--- config.mk ---
export PLATFORM = sky130hd
export DESIGN_NAME = per_client_line_queues
export DESIGN_NICKNAME = d
export VERILOG_FILES = /design/src/rtl/pclq_pkg.sv /design/src/rtl/per_client_line_queues.sv
export SDC_FILE = /design/constraint.sdc
export NUM_CORES = 2
export LEC_CHECK = 0
export BUFFER_PORTS_ARGS = -buffer_cell sky130_fd_sc_hd__buf_4
export CORE_AREA = 4 4 682 684
export DETAILED_ROUTE_END_ITERATION = 10
export DIE_AREA = 0 0 686 688
export SLEW_MARGIN = 10
export SYNTH_ARGS = -nofsm -noshare
export SYNTH_HDL_FRONTEND = slang
export SYNTH_MEMORY_MAX_BITS = 65536
export SYNTH_SLANG_ARGS = --single-unit
--- constraint.sdc ---
create_clock -name clk -period 12.2 [get_ports clk]
set_clock_uncertainty 0.1 [all_clocks]
set_input_delay 1.22 -clock clk [delete_from_list [all_inputs] [get_ports clk]]
set_output_delay 1.22 -clock clk [all_outputs]
set_load 0.01 [all_outputs]
--- src/rtl/pclq_pkg.sv ---
// pclq_pkg: field widths, operation and status codes, parameter defaults
// for the per-client line queue block. No dependencies.
`timescale 1ns / 1ps
`default_nettype none

package pclq_pkg;

  // fixed field widths
  localparam int OP_BITS     = 3;
  localparam int KEY_BITS    = 16;
  localparam int WORD_BITS   = 32;
  localparam int STATUS_BITS = 3;
  localparam int FILL_BITS   = 4;

  // parameter defaults
  localparam int DEF_CLIENT_SLOTS = 16;
  localparam int DEF_QUEUE_DEPTH  = 8;
  localparam int DEF_HANDLE_BITS  = 32;

  // operation codes
  localparam logic [OP_BITS-1:0] OP_OPEN   = 3'd0;
  localparam logic [OP_BITS-1:0] OP_CLOSE  = 3'd1;
  localparam logic [OP_BITS-1:0] OP_APPEND = 3'd2;
  localparam logic [OP_BITS-1:0] OP_POP    = 3'd3;
  localparam logic [OP_BITS-1:0] OP_CLEAR  = 3'd4;

  // status codes
  localparam logic [STATUS_BITS-1:0] ST_OK         = 3'd0;
  localparam logic [STATUS_BITS-1:0] ST_UNKNOWN    = 3'd1;
  localparam logic [STATUS_BITS-1:0] ST_FULL       = 3'd2;
  localparam logic [STATUS_BITS-1:0] ST_EMPTY      = 3'd3;
  localparam logic [STATUS_BITS-1:0] ST_TABLE_FULL = 3'd4;
  localparam logic [STATUS_BITS-1:0] ST_ALREADY    = 3'd5;

endpackage

`default_nettype wire

--- src/rtl/per_client_line_queues.sv ---
// per_client_line_queues: client slot table in flip-flops plus one shared
// line store memory holding every client's ring queue. Uses pclq_pkg.
//
// Each request returns exactly one result. A request passes through S_LOOKUP,
// which looks the key up in the slot table, updates the slot and issues the
// line store access, and then S_FINISH, which takes the registered read data
// of the line store into the output register. With the output taken at once,
// a new request is accepted in S_FINISH as the last result is registered;
// a stalled output holds the block in S_FINISH and keeps in_ready low.
// The line store needs no clearing pass after reset, since a pop only reads
// entries an earlier append has written; the block is ready right out of
// reset. Handles are stored at HANDLE_BITS bits and returned on the low 32.
`timescale 1ns / 1ps
`default_nettype none

module per_client_line_queues
  import pclq_pkg::*;
#(
  parameter int CLIENT_SLOTS = DEF_CLIENT_SLOTS,
  parameter int QUEUE_DEPTH  = DEF_QUEUE_DEPTH,
  parameter int HANDLE_BITS  = DEF_HANDLE_BITS
) (
  input  wire logic                   clk,
  input  wire logic                   rst,
  input  wire logic                   in_valid,
  output logic                        in_ready,
  input  wire logic [OP_BITS-1:0]     op,
  input  wire logic [KEY_BITS-1:0]    client_key,
  input  wire logic [WORD_BITS-1:0]   message_word,
  output logic                        out_valid,
  input  wire logic                   out_ready,
  output logic [STATUS_BITS-1:0]      status_code,
  output logic [WORD_BITS-1:0]        message_out,
  output logic                        message_valid,
  output logic [FILL_BITS-1:0]        fill_after
);

  localparam int SW = (CLIENT_SLOTS > 1) ? $clog2(CLIENT_SLOTS) : 1;
  localparam int PW = (QUEUE_DEPTH > 1) ? $clog2(QUEUE_DEPTH) : 1;
  localparam int FW = $clog2(QUEUE_DEPTH + 1);
  localparam int AW = SW + PW;
  localparam int MEM_DEPTH = 1 << AW;

  localparam logic [FW-1:0] DEPTH_F  = FW'(QUEUE_DEPTH);
  localparam logic [PW:0]   DEPTH_P  = (PW + 1)'(QUEUE_DEPTH);
  localparam logic [PW-1:0] LAST_POS = PW'(QUEUE_DEPTH - 1);

  typedef enum logic [2:0] {
    S_IDLE   = 3'b001,
    S_LOOKUP = 3'b010,
    S_FINISH = 3'b100
  } state_t;

  state_t state;

  // slot table
  logic [CLIENT_SLOTS-1:0] slot_used;
  logic [KEY_BITS-1:0]     slot_key  [CLIENT_SLOTS];
  logic [PW-1:0]           read_pointer [CLIENT_SLOTS];
  logic [FW-1:0]           fill_count   [CLIENT_SLOTS];

  // line store
  logic [HANDLE_BITS-1:0] line_store [MEM_DEPTH];
  logic [HANDLE_BITS-1:0] rd_data;

  // captured request
  logic [OP_BITS-1:0]   req_op;
  logic [KEY_BITS-1:0]  req_key;
  logic [WORD_BITS-1:0] req_word;

  // results held between lookup and output
  logic [STATUS_BITS-1:0] pend_status;
  logic [FW-1:0]          pend_fill;
  logic                   pend_pop;

  // lookup results
  logic                   found;
  logic [SW-1:0]          match_idx;
  logic                   has_free;
  logic [SW-1:0]          free_idx;
  logic [PW-1:0]          cur_rp;
  logic [FW-1:0]          cur_fill;
  logic [PW:0]            pos_sum;
  logic [PW-1:0]          wr_pos;
  logic [STATUS_BITS-1:0] lk_status;
  logic [FW-1:0]          lk_fill;
  logic                   mem_we;
  logic                   mem_re;
  logic [AW-1:0]          mem_addr;
  logic [HANDLE_BITS-1:0] wr_data;
  logic [HANDLE_BITS+WORD_BITS-1:0] wr_ext;
  logic [HANDLE_BITS+WORD_BITS-1:0] rd_ext;
  logic [FW+FILL_BITS-1:0]          fill_ext;

  logic out_free;
  logic in_acc;
  logic in_lookup;

  assign out_free  = !out_valid || out_ready;
  assign in_ready  = !rst && ((state == S_IDLE) || ((state == S_FINISH) && out_free));
  assign in_acc    = in_valid && in_ready;
  assign in_lookup = (state == S_LOOKUP);

  // key match and free slot search, lowest index wins
  always_comb begin
    found     = 1'b0;
    match_idx = '0;
    has_free  = 1'b0;
    free_idx  = '0;
    for (int i = 0; i < CLIENT_SLOTS; i++) begin
      if (!found && slot_used[i] && (slot_key[i] == req_key)) begin
        found     = 1'b1;
        match_idx = SW'(i);
      end
      if (!has_free && !slot_used[i]) begin
        has_free = 1'b1;
        free_idx = SW'(i);
      end
    end
  end

  assign cur_rp   = read_pointer[match_idx];
  assign cur_fill = fill_count[match_idx];
  // write position wraps once at most since both terms stay below the depth
  assign pos_sum  = {1'b0, cur_rp} + {1'b0, cur_fill[PW-1:0]};
  assign wr_pos   = (pos_sum >= DEPTH_P) ? PW'(pos_sum - DEPTH_P) : pos_sum[PW-1:0];
  assign wr_ext   = {{HANDLE_BITS{1'b0}}, req_word};
  assign wr_data  = wr_ext[HANDLE_BITS-1:0];

  always_comb begin
    lk_status = ST_OK;
    lk_fill   = '0;
    mem_we    = 1'b0;
    mem_re    = 1'b0;
    mem_addr  = {match_idx, cur_rp};
    case (req_op)
      OP_OPEN: begin
        if (found) begin
          lk_status = ST_ALREADY;
        end else if (!has_free) begin
          lk_status = ST_TABLE_FULL;
        end
      end
      OP_CLOSE: begin
        if (!found) begin
          lk_status = ST_UNKNOWN;
        end
      end
      OP_APPEND: begin
        if (!found) begin
          lk_status = ST_UNKNOWN;
        end else if (cur_fill >= DEPTH_F) begin
          lk_status = ST_FULL;
          lk_fill   = cur_fill;
        end else begin
          lk_fill  = cur_fill + FW'(1);
          mem_we   = in_lookup;
          mem_addr = {match_idx, wr_pos};
        end
      end
      OP_POP: begin
        if (!found) begin
          lk_status = ST_UNKNOWN;
        end else if (cur_fill == '0) begin
          lk_status = ST_EMPTY;
        end else begin
          lk_fill = cur_fill - FW'(1);
          mem_re  = in_lookup;
        end
      end
      default: begin
      end
    endcase
  end

  // line store, at most one access per request
  always_ff @(posedge clk) begin
    if (mem_we) begin
      line_store[mem_addr] <= wr_data;
    end
    if (mem_re) begin
      rd_data <= line_store[mem_addr];
    end
  end

  // slot table update
  always_ff @(posedge clk) begin
    if (rst) begin
      slot_used <= '0;
      for (int i = 0; i < CLIENT_SLOTS; i++) begin
        read_pointer[i] <= '0;
        fill_count[i]   <= '0;
      end
    end else if (in_lookup) begin
      case (req_op)
        OP_OPEN: begin
          if (!found && has_free) begin
            slot_used[free_idx]    <= 1'b1;
            slot_key[free_idx]     <= req_key;
            read_pointer[free_idx] <= '0;
            fill_count[free_idx]   <= '0;
          end
        end
        OP_CLOSE: begin
          if (found) begin
            slot_used[match_idx]    <= 1'b0;
            read_pointer[match_idx] <= '0;
            fill_count[match_idx]   <= '0;
          end
        end
        OP_APPEND: begin
          if (mem_we) begin
            fill_count[match_idx] <= lk_fill;
          end
        end
        OP_POP: begin
          if (mem_re) begin
            fill_count[match_idx]   <= lk_fill;
            read_pointer[match_idx] <= (cur_rp == LAST_POS) ? '0 : cur_rp + PW'(1);
          end
        end
        OP_CLEAR: begin
          slot_used <= '0;
          for (int i = 0; i < CLIENT_SLOTS; i++) begin
            read_pointer[i] <= '0;
            fill_count[i]   <= '0;
          end
        end
        default: begin
        end
      endcase
    end
  end

  // request capture and lookup results
  always_ff @(posedge clk) begin
    if (in_acc) begin
      req_op   <= op;
      req_key  <= client_key;
      req_word <= message_word;
    end
    if (in_lookup) begin
      pend_status <= lk_status;
      pend_fill   <= lk_fill;
      pend_pop    <= mem_re;
    end
  end

  assign rd_ext   = {{WORD_BITS{1'b0}}, rd_data};
  assign fill_ext = {{FILL_BITS{1'b0}}, pend_fill};

  // sequencer and output register
  always_ff @(posedge clk) begin
    if (rst) begin
      state     <= S_IDLE;
      out_valid <= 1'b0;
    end else begin
      if (out_valid && out_ready) begin
        out_valid <= 1'b0;
      end
      case (state)
        S_IDLE: begin
          if (in_acc) begin
            state <= S_LOOKUP;
          end
        end
        S_LOOKUP: begin
          state <= S_FINISH;
        end
        S_FINISH: begin
          if (out_free) begin
            out_valid     <= 1'b1;
            status_code   <= pend_status;
            message_valid <= pend_pop;
            message_out   <= pend_pop ? rd_ext[WORD_BITS-1:0] : '0;
            fill_after    <= fill_ext[FILL_BITS-1:0];
            state         <= in_acc ? S_LOOKUP : S_IDLE;
          end
        end
        default: begin
          state <= S_IDLE;
        end
      endcase
    end
  end

  // the line store is never written and read in the same cycle
  a_mem_one_port: assert property (@(posedge clk) disable iff (rst)
    !(mem_we && mem_re))
    else $error("line store written and read in one cycle");

  // an addressed open queue never holds more than its depth
  a_fill_bound: assert property (@(posedge clk) disable iff (rst)
    (in_lookup && found) |-> (cur_fill <= DEPTH_F))
    else $error("queue fill above depth");

  // a popped handle is only reported with ok status
  a_pop_ok: assert property (@(posedge clk) disable iff (rst)
    (out_valid && message_valid) |-> (status_code == ST_OK))
    else $error("popped handle with error status");

  // a pending pop result follows a lookup that issued the read
  a_pop_read: assert property (@(posedge clk) disable iff (rst)
    (in_lookup && mem_re) |=> (state == S_FINISH) && pend_pop)
    else $error("pop read not carried to finish");

endmodule

`default_nettype wire

==> results_dict.tcl <==
set metrics [dict create \
    post-cts-setup-buffers 0 \
    layout-drive-gt1-share_pct 12.5 \
    ctsHoldBuffers 0 \
    yosysWarningCount 0 \
    tightest_slew_ns 1.42 \
    whs_ns 0.265 \
    synthDistinctLibCells 101 \
    ios 97 \
    path_common_cell "buf_4" \
    required_ns 12.82 \
    rsz0062_at_grt "no" \
    synth_ff_type "edfxtp_1" \
    ir_drop_uv 132 \
    post-route-drc-count 0 \
    min_to "req_word[28]$_DFFE_PP_" \
    crit_slowest_cell "edfxtp_1" \
    setup_ws_ns 0.719 \
    syn_nets 11224 \
    drt-wirelength-per-cell_um 33.3 \
    die_y_um 688 \
    antenna_found_initial 43 \
    grt_pass1_vias 106289 \
    max_stage_delay_ns 1.18 \
    numCtsBuffers 454 \
    initial_core_util_pct 38.9 \
    area_delta_synth_final_pct 14.0 \
    dieArea_um2 472000 \
    fin_crit_sh_pct 94.1 \
    worstPathArrival_ns 12.10 \
    synth-seq-cells 4615 \
    p_total_mw 32.1 \
    first_pass_iters 10 \
    grt.total_usage_pct 24.4 \
    crit_fanout 59 \
    async_reset_ff_share_pct 0 \
    r2r_setup_slack_ns 0.72 \
    hold_path_class "input port to flip-flop" \
    grt_first_pass_wirelength_um 832000 \
    clk_path_buf_depth 4 \
    r2r-end "rd_data[11]$_DFFE_PP_" \
    final_area_um2 204000 \
    io_buffers 96 \
    synth_edf_count 4595 \
    place_hpwl_um 358000 \
    drt-vias-per-instance 6.25 \
    setup_violations 0 \
    drv_cap 0 \
    grt_remaining_overflow 0 \
    drtAntennaViolNets 0 \
    hold_depth 1 \
    leakagePower_nw 63.0 \
    reg2regPathDepth 26 \
    criticalPathCategory "flip-flop to flip-flop" \
    syn_area_per_cell_um2 16.0 \
    pre_cts_slack_ns 1.10 \
    finalMaxSlewViolations 0 \
    finalSetupTns_ns 0 \
    cts.clk_slew.worst_paths_ns 0.06 \
    dp.cells 17116 \
    htreeDepth 5 \
    worstSkewPairLatency_ns 1.03 \
    post_dp_cell_area_um2 190000 \
    synth_area_um2 179000 \
    finalHoldViolations 0 \
    grt_max_degree 129 \
    coreArea_um2 459000 \
    mostFrequentLayoutCells "edfxtp_1 (4,595), nand3_1 (718), nand2_1 (675)" \
    synth-seq-area-share_pct 77.4 \
    status "finished clean" \
    fmax_mhz 87.1 \
    reg2reg_from "req_key[7]$_DFFE_PP_" \
    clock-sinks 4615 \
    cts_resized 0 \
    synthCells 11164 \
    utilization_pct 44.4 \
    min_from "message_word[28]" \
    drt-total-wl_um 597000 \
    cp-start-kind "flip-flop" \
    fin_nets 11484 \
    dieWidth_um 686 \
    endpoint_kind "flip-flop" \
    dr_total_vias 112188 \
    slew_headroom_pct 5.10 \
    rows 249 \
    root_buffer "clkbuf_16" \
    period_needed_ns 11.48 \
    fin_cells 17954 \
    p_per_area_nw_per_um2 157 \
    final_common_cell "edfxtp_1" \
    cts_tree "yes" \
    place.gp.congestion 0.971 \
    drt_iter0_markers 18101 \
]
synth_stat cells, types with 24 or more instances:
master,number,area (um2)
a211oi_1,194,1460
a21oi_1,368,1840
a221o_1,65,651
a221oi_1,402,3520
a222oi_1,123,1230
a22o_1,168,1470
a22oi_1,574,4310
a31oi_1,73,457
and2_1,47,294
and3_1,48,300
and4_1,26,228
buf_1,142,533
buf_2,217,1090
buf_4,32,240
clkbuf_1,381,1430
edfxtp_1,4595,138000
mux2_2,24,270
mux2i_1,225,2250
nand2_1,686,2570
nand3_1,718,3590
nand4_1,85,532
nor2_1,503,1890
nor3_1,95,475
nor4_1,51,319
o211ai_1,111,833
o21ai_0,401,2010
o22ai_1,102,638
or3_1,24,150
or4_1,26,195
xnor2_1,154,1350
xor2_1,105,920
how the worst max path moves through the flow:
stage	from	to	slack (ns)	cells past startpoint
4_1_cts	req_key[7]$_DFFE_PP_	rd_data[11]$_DFFE_PP_	1.06	26
5_1_grt	req_key[7]$_DFFE_PP_	rd_data[8]$_DFFE_PP_	0.56	28
6_report	req_key[7]$_DFFE_PP_	rd_data[11]$_DFFE_PP_	0.72	26
3_5_place_dp	req_key[9]$_DFFE_PP_	rd_data[11]$_DFFE_PP_	1.10	26
3_3_place_gp	req_key[7]$_DFFE_PP_	rd_data[9]$_DFFE_PP_	-1.32	25
2_1_floorplan	req_key[1]$_DFFE_PP_	line_store[87][0]$_DFFE_PP_	3.69	30
per-layer routing:
metal / GRT usage (%) / part of all wire, %
met5: 0 / 0.014
met4: 10.6 / 5.0
met3: 6.45 / 12
met2: 37.5 / 45
met1: 32.8 / 38
where the power goes:
part	switching, mW	internal (mW)	leakage [nW]
Combinational	0.886	0.297	14.6
Clock	6.05	7.39	6.82
Sequential	0.0237	17.4	41.6
Total	6.96	25.1	63.0
state kept, by name (all words and copies together) (netlist names), 16 cells and up:
name          cells
message_out      32
req_word         32
line_store     4096
req_key          16
rd_data          32
slot_key        256
fill_count       64
read_pointer     48
slot_used        16
area by class of cell:
cell class / instances / area, um2
clock inverter: 257 / 2300
inverter: 15 / 56.3
multi-input combinational: 5744 / 38300
sequential: 4615 / 138000
clock buffer: 565 / 11800
tap: 6149 / 7690
fill: 39436 / 255000
antenna: 15 / 37.5
timing repair buffer: 594 / 5180
worst max-delay path, delay by kind of cell, from the launching register on:
kind,cells,cell delay (ns)
and+or+nand+nor,11,4.24
AOI/OAI and AO/OA,7,3.32
xor gates and xnor gates,1,0.19
buffers and inverters,5,1.34
adders and majority gates,2,0.68
DFF,1,1.18
cell families (layout without fill, tap and decap cells):
kind of cell	Yosys count	count (layout)	synth area share, %
adder cells (fa/ha/maj)	5	5	0.0392
multiplexers	250	250	1.42
XOR/XNOR	260	260	1.28
buffers and inverters	805	1431	1.99
AND/OR/NAND/NOR	2422	2422	6.41
flip-flops	4615	4615	77.4
other	0	15	0
AO/OA/AOI/OAI	2807	2807	11.4
Note: power is estimated with default switching activity, not from simulation.
